<file path="src/itrds_pkg.sv">
// types, codes and constants for the radix digit string block
// no dependencies; used by the interfaces, the bench and every converter module
`timescale 1ns / 1ps
`default_nettype none

package itrds_pkg;

  localparam int ValueW    = 64;
  localparam int CharW     = 7;
  localparam int MinWidthW = 7;
  localparam int OpW       = 2;
  localparam int ShiftW    = 6;
  localparam int FifoDepth = 2;

  // operation codes; every other code selects hexadecimal
  localparam logic [OpW-1:0] OP_BIN = 2'd0;
  localparam logic [OpW-1:0] OP_OCT = 2'd1;

  localparam logic [CharW-1:0] ASCII_ZERO  = 7'd48;
  localparam logic [CharW-1:0] ASCII_ALPHA = 7'd55;  // 'A' - 10
  localparam logic [3:0]       MAX_DECIMAL = 4'd9;

  localparam logic [4:0] HEX_MIN_CLAMP = 5'd16;
  localparam logic [4:0] HEX_W_SMALL   = 5'd4;
  localparam logic [4:0] HEX_W_MID     = 5'd8;
  localparam logic [4:0] HEX_W_FULL    = 5'd16;

  localparam logic [6:0] BIN_MIN_CLAMP = 7'd64;
  localparam logic [6:0] BIN_W_SMALL   = 7'd16;
  localparam logic [6:0] BIN_W_MID     = 7'd32;
  localparam logic [6:0] BIN_W_FULL    = 7'd64;

  // floor(x / 3) for x up to 66 as (x * 171) >> 9
  localparam logic [15:0] OCT_RECIP_MUL   = 16'd171;
  localparam int          OctRecipShift   = 9;

  typedef enum logic [1:0] {
    RADIX_BIN,
    RADIX_OCT,
    RADIX_HEX
  } radix_t;

  typedef enum logic {
    BK_IDLE,
    BK_EMIT
  } back_state_t;

  // one conversion handed from the front to the back
  typedef struct packed {
    radix_t              radix;
    logic [ValueW-1:0]   value;
    logic [ShiftW-1:0]   top_shift;   // bit offset of the most significant digit
    logic [6:0]          total_bits;  // bits covered by the whole string
  } job_t;

  function automatic logic [2:0] radix_bits(radix_t r);
    logic [2:0] b;
    case (r)
      RADIX_BIN: b = 3'd1;
      RADIX_OCT: b = 3'd3;
      RADIX_HEX: b = 3'd4;
      default:   b = 3'd4;
    endcase
    return b;
  endfunction

endpackage

`default_nettype wire

</file>
<file path="src/itrds_stream_if.sv">
// valid/ready channel interfaces for the request and the digit streams
// depends on itrds_pkg for field widths
`timescale 1ns / 1ps
`default_nettype none

interface itrds_in_if;
  logic                              valid;
  logic                              ready;
  logic [itrds_pkg::OpW-1:0]         operation;
  logic signed [itrds_pkg::ValueW-1:0] value;
  logic [itrds_pkg::MinWidthW-1:0]   min_negative_width;

  modport source(output valid, operation, value, min_negative_width, input ready);
  modport sink(input valid, operation, value, min_negative_width, output ready);
endinterface

interface itrds_out_if;
  logic                          valid;
  logic                          ready;
  logic [itrds_pkg::CharW-1:0]   digit_char;
  logic                          last;

  modport source(output valid, digit_char, last, input ready);
  modport sink(input valid, digit_char, last, output ready);
endinterface

`default_nettype wire

</file>
<file path="src/itrds_fifo.sv">
// two-entry job queue between the classifier and the digit emitter
// depends on itrds_pkg for the job type
`timescale 1ns / 1ps
`default_nettype none

module itrds_fifo (
  input  wire logic            clk,
  input  wire logic            rst_n,
  input  wire logic            push,
  input  wire itrds_pkg::job_t push_job,
  output logic                 full,
  input  wire logic            pop,
  output itrds_pkg::job_t      pop_job,
  output logic                 empty
);

  itrds_pkg::job_t entry_r [itrds_pkg::FifoDepth];
  logic            wr_ptr_r, wr_ptr_nxt;
  logic            rd_ptr_r, rd_ptr_nxt;
  logic [1:0]      count_r, count_nxt;
  logic            do_push, do_pop;

  assign full    = (count_r == 2'(itrds_pkg::FifoDepth));
  assign empty   = (count_r == 2'd0);
  assign pop_job = entry_r[rd_ptr_r];
  assign do_push = push && !full;
  assign do_pop  = pop && !empty;

  always_comb begin
    wr_ptr_nxt = do_push ? !wr_ptr_r : wr_ptr_r;
    rd_ptr_nxt = do_pop ? !rd_ptr_r : rd_ptr_r;
    count_nxt  = count_r;
    if (do_push && !do_pop) begin
      count_nxt = count_r + 2'd1;
    end else if (do_pop && !do_push) begin
      count_nxt = count_r - 2'd1;
    end
  end

  always_ff @(posedge clk) begin
    if (!rst_n) begin
      wr_ptr_r <= 1'b0;
      rd_ptr_r <= 1'b0;
      count_r  <= 2'd0;
    end else begin
      wr_ptr_r <= wr_ptr_nxt;
      rd_ptr_r <= rd_ptr_nxt;
      count_r  <= count_nxt;
    end
  end

  always_ff @(posedge clk) begin
    if (do_push) begin
      entry_r[wr_ptr_r] <= push_job;
    end
  end

endmodule

`default_nettype wire

</file>
<file path="src/itrds_front.sv">
// request holding register and classifier: picks radix, digit count and start offset
// depends on itrds_pkg and itrds_in_if
`timescale 1ns / 1ps
`default_nettype none

module itrds_front (
  input  wire logic       clk,
  input  wire logic       rst_n,
  itrds_in_if.sink        in_chan,
  output logic            push,
  output itrds_pkg::job_t push_job,
  input  wire logic       fifo_full
);

  logic                               hold_valid_r, hold_valid_nxt;
  logic [itrds_pkg::OpW-1:0]          op_r;
  logic [itrds_pkg::ValueW-1:0]       val_r;
  logic [itrds_pkg::MinWidthW-1:0]    minw_r;

  logic       neg, is_zero, take, no_digits;
  logic [4:0] minw_hex, nz, nf, hex_n;
  logic [6:0] minw_bin, bw, bin_w;
  logic [3:0] nib;
  logic [15:0] oct_prod;
  logic [4:0]  oct_nd;
  logic [6:0]  oct_top;
  logic [4:0]  hex_top;

  assign neg     = val_r[itrds_pkg::ValueW-1];
  assign is_zero = (val_r == '0);

  always_comb begin
    minw_hex = (minw_r > 7'(itrds_pkg::HEX_MIN_CLAMP)) ? itrds_pkg::HEX_MIN_CLAMP : minw_r[4:0];
    minw_bin = (minw_r > itrds_pkg::BIN_MIN_CLAMP) ? itrds_pkg::BIN_MIN_CLAMP : minw_r;

    // highest nonzero nibble and highest non-F nibble (plus sign room)
    nz  = 5'd0;
    nf  = 5'd0;
    nib = 4'd0;
    for (int i = 0; i < 16; i++) begin
      nib = val_r[4*i +: 4];
      if (nib != 4'h0) begin
        nz = 5'(i + 1);
      end
      if (nib != 4'hF) begin
        nf = 5'(i + 1);
        if (!nib[3] && i != 15) begin
          nf = 5'(i + 2);
        end
      end
    end
    if (!neg) begin
      hex_n = nz;
    end else if (nf <= minw_hex) begin
      hex_n = minw_hex;
    end else if (nf <= itrds_pkg::HEX_W_SMALL) begin
      hex_n = itrds_pkg::HEX_W_SMALL;
    end else if (nf <= itrds_pkg::HEX_W_MID) begin
      hex_n = itrds_pkg::HEX_W_MID;
    end else begin
      hex_n = itrds_pkg::HEX_W_FULL;
    end
    hex_top = hex_n - 5'd1;

    // highest significant bit: a one for positives, a zero for negatives
    bw = 7'd0;
    for (int i = 0; i < itrds_pkg::ValueW; i++) begin
      if (neg ? !val_r[i] : val_r[i]) begin
        bw = 7'(i + 1);
      end
    end
    bin_w = bw;
    if (neg) begin
      if (bw >= minw_bin) begin
        bin_w = (bw < itrds_pkg::BIN_W_SMALL) ? itrds_pkg::BIN_W_SMALL :
                (bw < itrds_pkg::BIN_W_MID)   ? itrds_pkg::BIN_W_MID   :
                                                itrds_pkg::BIN_W_FULL;
      end else begin
        bin_w = minw_bin;
      end
    end

    // octal digit count is ceil(width / 3)
    oct_prod = ({9'd0, bin_w} + 16'd2) * itrds_pkg::OCT_RECIP_MUL;
    oct_nd   = oct_prod[itrds_pkg::OctRecipShift +: 5];
    oct_top  = {1'b0, oct_nd, 1'b0} + {2'b00, oct_nd} - 7'd3;

    push_job.value = val_r;
    no_digits      = 1'b0;
    if (is_zero) begin
      push_job.radix      = itrds_pkg::RADIX_BIN;
      push_job.top_shift  = '0;
      push_job.total_bits = 7'd1;
    end else if (op_r == itrds_pkg::OP_BIN) begin
      push_job.radix      = itrds_pkg::RADIX_BIN;
      push_job.top_shift  = 6'(bin_w - 7'd1);
      push_job.total_bits = bin_w;
    end else if (op_r == itrds_pkg::OP_OCT) begin
      push_job.radix      = itrds_pkg::RADIX_OCT;
      push_job.top_shift  = oct_top[5:0];
      push_job.total_bits = bin_w;
    end else begin
      push_job.radix      = itrds_pkg::RADIX_HEX;
      push_job.top_shift  = {hex_top[3:0], 2'b00};
      push_job.total_bits = {hex_n, 2'b00};
      // minus one with a zero minimum has no digits at all
      no_digits           = (hex_n == 5'd0);
    end
  end

  assign take           = hold_valid_r && (no_digits || !fifo_full);
  assign push           = hold_valid_r && !no_digits && !fifo_full;
  assign in_chan.ready  = !hold_valid_r || take;
  assign hold_valid_nxt = (in_chan.valid && in_chan.ready) ? 1'b1 :
                          (take ? 1'b0 : hold_valid_r);

  always_ff @(posedge clk) begin
    if (!rst_n) begin
      hold_valid_r <= 1'b0;
    end else begin
      hold_valid_r <= hold_valid_nxt;
    end
  end

  always_ff @(posedge clk) begin
    if (in_chan.valid && in_chan.ready) begin
      op_r   <= in_chan.operation;
      val_r  <= in_chan.value;
      minw_r <= in_chan.min_negative_width;
    end
  end

endmodule

`default_nettype wire

</file>
<file path="src/itrds_back.sv">
// digit emitter: walks one job from its top digit down, one character per cycle
// while the receiver is ready; depends on itrds_pkg and itrds_out_if
`timescale 1ns / 1ps
`default_nettype none

module itrds_back (
  input  wire logic            clk,
  input  wire logic            rst_n,
  input  wire itrds_pkg::job_t job,
  input  wire logic            job_avail,
  output logic                 job_pop,
  itrds_out_if.source          out_chan
);

  itrds_pkg::back_state_t       state_r, state_nxt;
  itrds_pkg::radix_t            radix_r;
  logic [itrds_pkg::ValueW-1:0] val_r;
  logic [itrds_pkg::ShiftW-1:0] shift_r;
  logic [6:0]                   total_r;
  logic                         out_valid_r, out_valid_nxt;
  logic [itrds_pkg::CharW-1:0]  char_r, char_nxt;
  logic                         last_r;

  logic                         emit, is_last;
  logic [2:0]                   bpd;
  logic [itrds_pkg::ValueW-1:0] shifted;
  logic [6:0]                   nb;
  logic [3:0]                   digit;

  assign bpd     = itrds_pkg::radix_bits(radix_r);
  assign shifted = val_r >> shift_r;
  assign nb      = total_r - {1'b0, shift_r};
  assign is_last = (shift_r == '0);

  always_comb begin
    // the top octal digit may carry fewer than three bits
    for (int j = 0; j < 4; j++) begin
      digit[j] = shifted[j] && (7'(j) < nb) && (3'(j) < bpd);
    end
    char_nxt = (digit > itrds_pkg::MAX_DECIMAL) ? ({3'b000, digit} + itrds_pkg::ASCII_ALPHA)
                                                : ({3'b000, digit} + itrds_pkg::ASCII_ZERO);
  end

  always_comb begin
    state_nxt     = state_r;
    job_pop       = 1'b0;
    emit          = 1'b0;
    out_valid_nxt = out_chan.ready ? 1'b0 : out_valid_r;
    case (state_r)
      itrds_pkg::BK_IDLE: begin
        if (job_avail) begin
          job_pop   = 1'b1;
          state_nxt = itrds_pkg::BK_EMIT;
        end
      end
      itrds_pkg::BK_EMIT: begin
        if (!out_valid_r || out_chan.ready) begin
          emit          = 1'b1;
          out_valid_nxt = 1'b1;
          if (is_last) begin
            state_nxt = itrds_pkg::BK_IDLE;
          end
        end
      end
      default: begin
        state_nxt = itrds_pkg::BK_IDLE;
      end
    endcase
  end

  always_ff @(posedge clk) begin
    if (!rst_n) begin
      state_r     <= itrds_pkg::BK_IDLE;
      out_valid_r <= 1'b0;
    end else begin
      state_r     <= state_nxt;
      out_valid_r <= out_valid_nxt;
    end
  end

  always_ff @(posedge clk) begin
    if (job_pop) begin
      radix_r <= job.radix;
      val_r   <= job.value;
      shift_r <= job.top_shift;
      total_r <= job.total_bits;
    end else if (emit) begin
      shift_r <= shift_r - {3'b000, bpd};
    end
    if (emit) begin
      char_r <= char_nxt;
      last_r <= is_last;
    end
  end

  assign out_chan.valid      = out_valid_r;
  assign out_chan.digit_char = char_r;
  assign out_chan.last       = last_r;

endmodule

`default_nettype wire

</file>
<file path="src/int_to_radix_digit_string.sv">
// Integer to binary/octal/hex ASCII digit string converter.
// Request channel in_chan: operation (0 binary, 1 octal, else hex), a 64-bit
// two's complement value and the minimum width used for negative values.
// Result channel out_chan: one ASCII digit per transfer, most significant
// first, with last set on the least significant digit. Zero gives "0"; a hex
// request for minus one with a zero minimum width gives no digits at all.
// The first digit passes the holding register, the job queue, the emitter
// load registers and the output register, in that order.
// Throughput: the emitter produces one digit per cycle while the receiver is
// ready; it loads each job in its idle state first, so one job is done before
// the next starts. The longest string has 64 binary digits. The front
// classifies the next request and a two-entry job queue holds up to two more
// meanwhile. Reset (synchronous, active low) empties the holding register,
// the queue and the output register. When the receiver holds ready low, the
// digit stays on the output and the emitter waits; requests keep being
// accepted until the queue and holding register are full.
// depends on itrds_pkg, itrds_stream_if, itrds_front, itrds_fifo, itrds_back
`timescale 1ns / 1ps
`default_nettype none

module int_to_radix_digit_string (
  input  wire logic   clk,
  input  wire logic   rst_n,
  itrds_in_if.sink    in_chan,
  itrds_out_if.source out_chan
);

  itrds_pkg::job_t push_job, pop_job;
  logic            push, fifo_full, job_pop, fifo_empty;

  itrds_front u_front (
    .clk       (clk),
    .rst_n     (rst_n),
    .in_chan   (in_chan),
    .push      (push),
    .push_job  (push_job),
    .fifo_full (fifo_full)
  );

  itrds_fifo u_fifo (
    .clk      (clk),
    .rst_n    (rst_n),
    .push     (push),
    .push_job (push_job),
    .full     (fifo_full),
    .pop      (job_pop),
    .pop_job  (pop_job),
    .empty    (fifo_empty)
  );

  itrds_back u_back (
    .clk       (clk),
    .rst_n     (rst_n),
    .job       (pop_job),
    .job_avail (!fifo_empty),
    .job_pop   (job_pop),
    .out_chan  (out_chan)
  );

endmodule

`default_nettype wire

</file>
<file path="src/flat_wrapper.sv">
// flat-port wrapper written by rule: the top's interface ports become plain ports
module int_to_radix_digit_string_flat 
  (clk, rst_n, in_chan_valid, in_chan_operation, in_chan_value, in_chan_min_negative_width, in_chan_ready, out_chan_valid, out_chan_digit_char, out_chan_last, out_chan_ready);
  itrds_in_if in_chan_i ();
  itrds_out_if out_chan_i ();
  input  wire logic clk;
  input  wire logic rst_n;
  input wire logic [$bits(in_chan_i.valid)-1:0] in_chan_valid;
  input wire logic [$bits(in_chan_i.operation)-1:0] in_chan_operation;
  input wire logic [$bits(in_chan_i.value)-1:0] in_chan_value;
  input wire logic [$bits(in_chan_i.min_negative_width)-1:0] in_chan_min_negative_width;
  output wire logic [$bits(in_chan_i.ready)-1:0] in_chan_ready;
  output wire logic [$bits(out_chan_i.valid)-1:0] out_chan_valid;
  output wire logic [$bits(out_chan_i.digit_char)-1:0] out_chan_digit_char;
  output wire logic [$bits(out_chan_i.last)-1:0] out_chan_last;
  input wire logic [$bits(out_chan_i.ready)-1:0] out_chan_ready;
  assign in_chan_i.valid = in_chan_valid;
  assign in_chan_i.operation = in_chan_operation;
  assign in_chan_i.value = in_chan_value;
  assign in_chan_i.min_negative_width = in_chan_min_negative_width;
  assign in_chan_ready = in_chan_i.ready;
  assign out_chan_valid = out_chan_i.valid;
  assign out_chan_digit_char = out_chan_i.digit_char;
  assign out_chan_last = out_chan_i.last;
  assign out_chan_i.ready = out_chan_ready;
  int_to_radix_digit_string u_core (.clk(clk), .rst_n(rst_n), .in_chan(in_chan_i), .out_chan(out_chan_i));
endmodule
</file>
<file path="config.mk">
export PLATFORM = sky130hd
export DESIGN_NAME = int_to_radix_digit_string_flat
export DESIGN_NICKNAME = d
export VERILOG_FILES = /design/src/itrds_pkg.sv /design/src/itrds_stream_if.sv /design/src/itrds_fifo.sv /design/src/itrds_front.sv /design/src/itrds_back.sv /design/src/int_to_radix_digit_string.sv /design/src/flat_wrapper.sv
export SDC_FILE = /design/constraint.sdc
export NUM_CORES = 1
export LEC_CHECK = 0
export ABC_AREA = 0
export BUFFER_PORTS_ARGS = -buffer_cell sky130_fd_sc_hd__buf_2
export CORE_MARGIN = 5
export CORE_UTILIZATION = 45
export CTS_CLUSTER_DIAMETER = 200
export DETAILED_ROUTE_END_ITERATION = 12
export PLACE_DENSITY = 0.66
export SYNTH_ARGS = -nofsm -noshare
export SYNTH_HDL_FRONTEND = slang
export SYNTH_SLANG_ARGS = --single-unit
</file>
<file path="constraint.sdc">
create_clock -name clk -period 20 [get_ports clk]
set_input_delay 4 -clock clk [delete_from_list [all_inputs] [get_ports clk]]
set_output_delay 4 -clock clk [all_outputs]
set_load 0.01 [all_outputs]
</file>
==> results of run 1 <==
## state kept, by name, summed over array words and instances, names as in the netlist, 6 cells and up, named ones only
register,flops
u_core.u_front.val_r,64
u_core.u_front.minw_r,7
u_core.u_back.out_chan.digit_char,7
u_core.u_back.val_r,64
u_core.u_back.total_r,7
u_core.u_fifo.entry_r,158
u_core.u_back.shift_r,6
## metal layers
metal	GRT usage, %	part of all wire (%)
met5	0	0
met2	28.1	46
met1	27.6	46
met3	2.70	5.5
met4	5.80	2.8
## cells by family after synthesis
logic type | Yosys count | synth area share (%)
AND/OR/NAND/NOR | 363 | 10.8
adder cells (fa/ha/maj) | 87 | 6.50
other | 2 | 0.0409
buffers and inverters | 151 | 3.51
multiplexers | 164 | 14.5
AO/OA/AOI/OAI | 261 | 10.4
XOR/XNOR | 29 | 1.38
flip-flops | 326 | 52.9
## final timing paths
path | from | to | slack, ns | depth (start not counted)
max | u_core.u_front.val_r[63] | u_core.u_fifo.entry_r[0][11] | 8.73 | 41
min | u_core.u_fifo.wr_ptr_r | u_core.u_fifo.wr_ptr_r | 0.52 | 2
max reg2reg | u_core.u_front.val_r[63] | u_core.u_fifo.entry_r[0][11] | 8.73 | 41
min reg2reg | u_core.u_fifo.wr_ptr_r | u_core.u_fifo.wr_ptr_r | 0.52 | 2
## synth_stat cells (7+ instances only)
library cell / number
mux4_2: 75
and3_1: 9
a21o_1: 12
o31ai_1: 14
nor3_1: 28
o21ai_0: 41
nor2b_1: 20
nor2_1: 61
nand3_1: 30
o21a_1: 12
inv_1: 78
ha_1: 73
nand2b_1: 18
a211oi_1: 19
nand2_1: 76
mux2_2: 73
or4_1: 10
edfxtp_1: 318
or3_1: 13
a21oi_1: 46
buf_6: 7
buf_1: 9
and4_1: 17
a22oi_1: 11
fa_1: 14
mux2i_1: 15
dfxtp_1: 8
and2_1: 11
nor4_1: 20
a31o_2: 7
buf_2: 17
xnor2_1: 24
clkbuf_1: 36
a31oi_1: 11
nand4_1: 25
## metrics by stage
step / std cells / util, % / hold WS, ns / setup WS (ns) / instance area [um2]
final: 2007 / 50.3 / 0.522 / 8.73 / 20500
after global routing: 2007 / 50.3 / 0.553 / 7.78 / 20500
after CTS: 2007 / 50.3 / 0.527 / 8.72 / 20500
after detailed placement: 1943 / 47.3 / 0.516 / 8.74 / 19200
after global placement: 1943 / 47.3 / 0.499 / 8.99 / 19200
after floorplan: 1385 / - / 0.439 / 10.60 / 18400
## area by class of cell
| class | count | area [um2] |
|---|---|---|
| timing repair buffer | 97 | 513 |
| sequential | 326 | 9710 |
| inverter | 80 | 300 |
| fill | 3402 | 20200 |
| multi-input combinational | 908 | 8040 |
| clock buffer | 41 | 920 |
| tap | 532 | 666 |
| clock inverter | 23 | 309 |
## where the power goes
part / internal [uW] / leakage, uW / switching [uW]
clock network: 422 / 0.000592 / 260
registers: 946 / 0.00305 / 107
logic: 729 / 0.00356 / 782
total: 2100 / 0.00720 / 1150
## worst reg2reg max path, delay by kind of cell, from the launching register on
family	cells	cell delay [ns]
AOI/OAI and AO/OA	18	4.22
adders and majority gates	8	3.00
xor gates and xnor gates	2	0.58
DFF	1	0.78
and+or+nand+nor	9	1.60
buffers and inverters	4	0.82
==> key figures, run 1 <==
Clock tree
  – H-Tree Depth: 2
  – Clk sinks: around 330
  – TritonCTS clock tree: built
  – Maximum buffer depth of the clock tree: 3
  – Post-CTS Hold Fix Bufs: 0
  – Worst-skew pair later-pin latency: between 0.5 and 0.6 ns
  – Number of buffers created by CTS: 35
  – Post-CTS Setup Bufs: 0
  – Clock root buffer: clkbuf_16
  – Clock transition at the registers of the reported paths: around 0.060 ns
  – Resized cells post-CTS: 0

Critical path
  – Critical Path RT: ~20 ns
  – Critical-path maximum fanout: 78
  – Setup crit start kind: register
  – WP buf/inv: 4
  – Crit-path leading delay family: compound AO/OA/AOI/OAI gates
  – Setup CP Type: register to register
  – Max stage delay cell, worst path: edfxtp_1
  – Endpoint type of the worst setup path: register
  – CP arrival: roughly 12 ns
  – Critical path's largest stage delay: approximately 0.8 ns

Detailed routing
  – DR DRC count: 0
  – Vias per cell: between 5 and 6
  – First-pass detailed-route iteration total: 7
  – Total Routed Length: 41600 um
  – Via count: 11900
  – Routed WL per cell: between 20 and 25 um
  – Antenna Nets Post-Route: 0
  – 1st-iter DRT viols: 960

Timing
  – Final number of setup-violating endpoints: 0
  – Fin crit period: around 11 ns
  – Final Hold Fails: 0
  – Fin crit share: between 50% and 60%
  – Slew HR: a little over a quarter
  – Unrepaired setup endpoints after global routing: no
  – Final Slew Violations: 0
  – Worst clock skew: roughly 0.019 ns
  – Worst-margin pin slew: roughly 1.1 ns
  – Highest Clock Rate: around 89 MHz
  – Setup TNS: 0 ns

Global routing
  – Total track usage: a little under a fifth
  – Largest net degree at the start of global routing: 80
  – Vias in the first global route: between 10000 and 15000
  – First-pass GRT wire length: about 65000 um
  – Remaining Overflow, GRT: 0
  – Initial antenna violation count: 0

Cells and area
  – Layout cell share with drive strength beyond 1: a little under a quarter
  – Most frequent cells in the layout: 318 x edfxtp_1, 86 x buf_2, 77 x inv_1
  – Final net count: ~1600
  – Diode count: 0
  – Most common cell after layout, fill and taps aside: edfxtp_1
  – Synthesis-to-layout area growth: 11.4%

Synthesis
  – Post-synth top area cell: edfxtp_1
  – Mapped Area: ~18000 um2
  – Top post-synthesis cells by area: edfxtp_1 52%, mux4_2 9.2%, ha_1 5.0%, mux2_2 4.5%, inv_1 1.6%
  – Main synth FF type: edfxtp_1
  – Sequential area share after synthesis: 52.9%
  – #FFs+latches synth: 326
  – Post-synth top area share: 52.0%
  – Netlist cell types: 95
  – Mapped Cells: 1383
  – Post-synth EDFFs: 318
  – Ys Warns: 0
  – Asr flop ratio synth: 0%
  – Avg Cell Area, Syn: approximately 13 um2

Floorplanning
  – Initial core utilization: 45.2%
  – Row Count: 74
  – Chip Width: about 210 um
  – Die H: about 210 um
  – IO Pins: 87
  – Die area: around 45000 um2
  – Core Region: approximately 41000 um2

Power
  – Max IR drop VDD: roughly 0.00018 V
  – Pwr Total: between 3000 and 4000 uW
  – Pwr per Cell Area: 159 nW/um2
  – Leakage: slightly above 0.007 uW

Min path
  – Worst hold path type: register to register

Placed design
  – Detailed placement HPWL: 30400 um
  – Routability cong.: 0.905
  – Number of port buffers: 86

Run status
  – Status: finished, final reports clean

Job
  – Max Cap Viol: 0
No activity file was read; power rests on OpenSTA's default activity.
==> inputs of run 2 (changes only) <==
ABC_AREA = 1   (was 0)
PLACE_DENSITY = 0.69   (was 0.66)
clock period = 9.8 ns   (was 20 ns; I/O delays follow)
==> run 2 against run 1 <==
Compared with the run above:
- the run now ends with setup timing left
- flip-flop and latch count is the same
- largest cell class unchanged
- sequential share of layout area shrank 0.34 points
- synthesized cell count grew 17%
- total power grew 130%
- maximum frequency grew 5.4%
- first-iteration DRC count grew 20%
- final area grew 0.72%
- sequential power grew 100%
- core utilization grew 4.2 points
- non-clock buffer count grew 118
- critical path depth grew 57
- critical endpoint is now u_core.u_fifo.entry_r[1][12]
- clock skew grew 0.012 ns
==> key figures, run 2 <==
Run status
  – Status: finished with violations
  – Failing checks: setup timing

Cells and area
  – Diode count: 0
  – Synthesis-to-layout area growth: 19.6%
  – Fillers: approximately 3200
  – Most common cell after layout, fill and taps aside: edfxtp_1
  – Final net count: ~2000
  – Layout cell share with drive strength beyond 1: 22.7%
  – Most flops, register: u_core.u_fifo.entry_r
  – Most frequent cells in the layout: 318 x edfxtp_1, 316 x nand2_1, 166 x inv_1
  – Sequential Area: approximately 9700 um2
  – Largest register FFs: around 160
  – Largest regs: u_core.u_fifo.entry_r: 158 flops, u_core.u_back.val_r: 64 flops, u_core.u_front.val_r: 64 flops
  – Final Cell Area: slightly above 20000 um2
  – Multi-input gate area: about 6900 um2

Synthesis
  – Commonest cells post-synth: 320 x nand2_1, 318 x edfxtp_1, 174 x inv_1, 112 x o21ai_0, 103 x nor2_1
  – Top post-synthesis cells by area: edfxtp_1 55%, nand2_1 7.0%, ha_1 5.3%, mux2_2 4.8%, inv_1 3.8%
  – Mapped Area: roughly 17000 um2
  – Avg Cell Area, Syn: around 11 um2
  – Ys Warns: 0
  – Sequential area share after synthesis: between 50% and 60%
  – Netlist cell types: 56
  – Post-synth top area share: about 55%
  – Main synth FF type: edfxtp_1
  – Post-synth top area cell: edfxtp_1
  – Most numerous cell in the Yosys netlist: nand2_1
  – #FFs+latches synth: 326
  – Asr flop ratio synth: 0%
  – Mapped Cells: 1615
  – Post-synth EDFFs: ~320

Critical path
  – CP Depth: 98
  – Max stage delay cell, worst path: fa_1
  – Crit-path leading delay family: simple AND/OR/NAND/NOR gates
  – Critical Path RT: around 10 ns
  – Critical-path maximum fanout: 8
  – CP most frequent cell: nand2_1
  – Critical path's largest stage delay: between 0.5 and 0.6 ns
  – CP arrival: between 10 and 15 ns
  – WP buf/inv: 9
  – Endpoint type of the worst setup path: register
  – Setup crit start kind: register
  – R2R depth: around 100
  – Setup CP Type: register to register

Floorplanning
  – Row Count: 71
  – IO Pins: 87
  – Die H: between 200 and 250 um
  – Die area: around 42000 um2
  – Chip Width: 206 um
  – Core Region: 37800 um2
  – Initial core utilization: between 40% and 50%

Detailed routing
  – Vias per cell: roughly 5.2
  – First-pass detailed-route iteration total: 6
  – Routed WL per cell: between 15 and 20 um
  – Via count: roughly 12000
  – Highest metal used: met4
  – Total Routed Length: 39400 um
  – DR DRC count: 0
  – Met2 WL post-DR: 18500 um
  – 1st-iter DRT viols: 1148
  – Antenna Nets Post-Route: 0
  – Met1 wire length: 17300 um
  – Met3 wire length: between 2000 and 2500 um

Timing
  – Final setup margin: -0.889 ns
  – Unrepaired setup endpoints after global routing: yes
  – Fin crit share: 109%
  – Worst clock skew: slightly above 0.03 ns
  – Slew HR: 28.1%
  – Final Slew Violations: 0
  – Fin crit period: between 10 and 15 ns
  – Worst-margin pin slew: between 1 and 1.5 ns
  – Final Hold Fails: 0
  – Highest Clock Rate: around 94 MHz
  – Final number of setup-violating endpoints: 8

Clock tree
  – Maximum buffer depth of the clock tree: 3
  – H-Tree Depth: 2
  – TritonCTS clock tree: built
  – Clk sinks: approximately 330
  – Post-CTS Hold Fix Bufs: 0
  – Clock root buffer: clkbuf_16
  – Worst-skew pair later-pin latency: 0.54 ns
  – Clock transition at the registers of the reported paths: 0.06 ns
  – Number of buffers created by CTS: 36

Power
  – Pwr per Cell Area: around 370 nW/um2
  – Pwr Total: 7530 uW
  – Leakage: slightly above 0.008 uW
  – Max IR drop VDD: approximately 0.00059 V

Job
  – Max Cap Viol: 0

Placed design
  – Placed Instance Area: 19000 um2
  – Detailed placement HPWL: approximately 27000 um
  – Routability cong.: between 0.8 and 0.9
  – Number of port buffers: 86
  – Pre-CTS WS: -1.03 ns

Min path
  – Worst hold path type: register to register
  – Hold Crit Depth: 1

Global routing
  – Initial antenna violation count: 0
  – Vias in the first global route: 12200
  – First-pass GRT wire length: between 60000 and 70000 um
  – Total track usage: between 10% and 20%
  – Remaining Overflow, GRT: 0
  – Largest net degree at the start of global routing: between 90 and 100
[run 2: cell count changes after synthesis, sizes merged, moves of 18 or more]
cell,change
nor2b,-20
xnor2,+39
o21ai,+76
a21oi,+25
nand2,+249
nor2,+41
mux4,-75
buf,-23
nor3,-21
nand3,+18
nand2b,-18
inv,+104
[run 2: cell type report]
| class | count | area share, % |
|---|---|---|
| Sequential cell | 326 | 47.1 |
| Clock inverter | 27 | 1.27 |
| Inverter | 186 | 3.43 |
| Tap cell | 511 | 3.10 |
| Timing Repair Buffer | 215 | 6.96 |
| Multi-Input combinational cell | 1055 | 33.7 |
| Clock buffer | 38 | 4.41 |
[run 2: report_power, final]
part           internal [uW]  switching, uW
clock                    785            556
sequential              1960            148
combinational           1830           2260
[run 2: path summary, 6_finish.rpt]
check	start	endpoint	slack, ns
setup / recovery	u_core.u_front.val_r[63]	u_core.u_fifo.entry_r[1][12]	-0.89
hold / removal	u_core.u_fifo.rd_ptr_r	register	0.45
setup reg to reg	u_core.u_front.val_r[63]	u_core.u_fifo.entry_r[1][12]	-0.89
hold reg to reg	u_core.u_fifo.rd_ptr_r	register	0.45
[run 2: through the flow]
stage / utilization (%) / instances / setup TNS (ns) / hold slack [ns]
after floorplan: - / 1617 / 0 / 0.425
after global placement: 50.2 / 2261 / -5.77 / 0.439
after detailed placement: 50.2 / 2261 / -7.05 / 0.435
after CTS: 54.4 / 2359 / -4.39 / 0.456
after global routing: 54.6 / 2358 / -14.43 / 0.474
final: 54.6 / 2358 / -5.38 / 0.452
[run 2: what timing repair did]
action,CTS,global route
resized for setup,30,22
buffers inserted,33,1
endpoints found under the setup margin,8,12
pin swaps,43,6
[run 2: cells by family (layout without fill, tap and decap cells)]
family,count (synthesis),count (layout),synth area share (%)
simple gates,530,530,12.8
flops,326,326,56.3
compound gates,271,271,8.99
buf+inv,236,466,5.40
fa+ha+maj,87,87,6.93
mux,84,84,5.41
xor+xnor,79,79,4.10
other cells,2,4,0.0436
[run 2: layer usage]
metal	vias to the layer above	GRT usage (%)
li1	6042	-
met1	5845	25.7
met2	366	30.9
met5	-	0
met3	73	3.14
met4	0	6.44
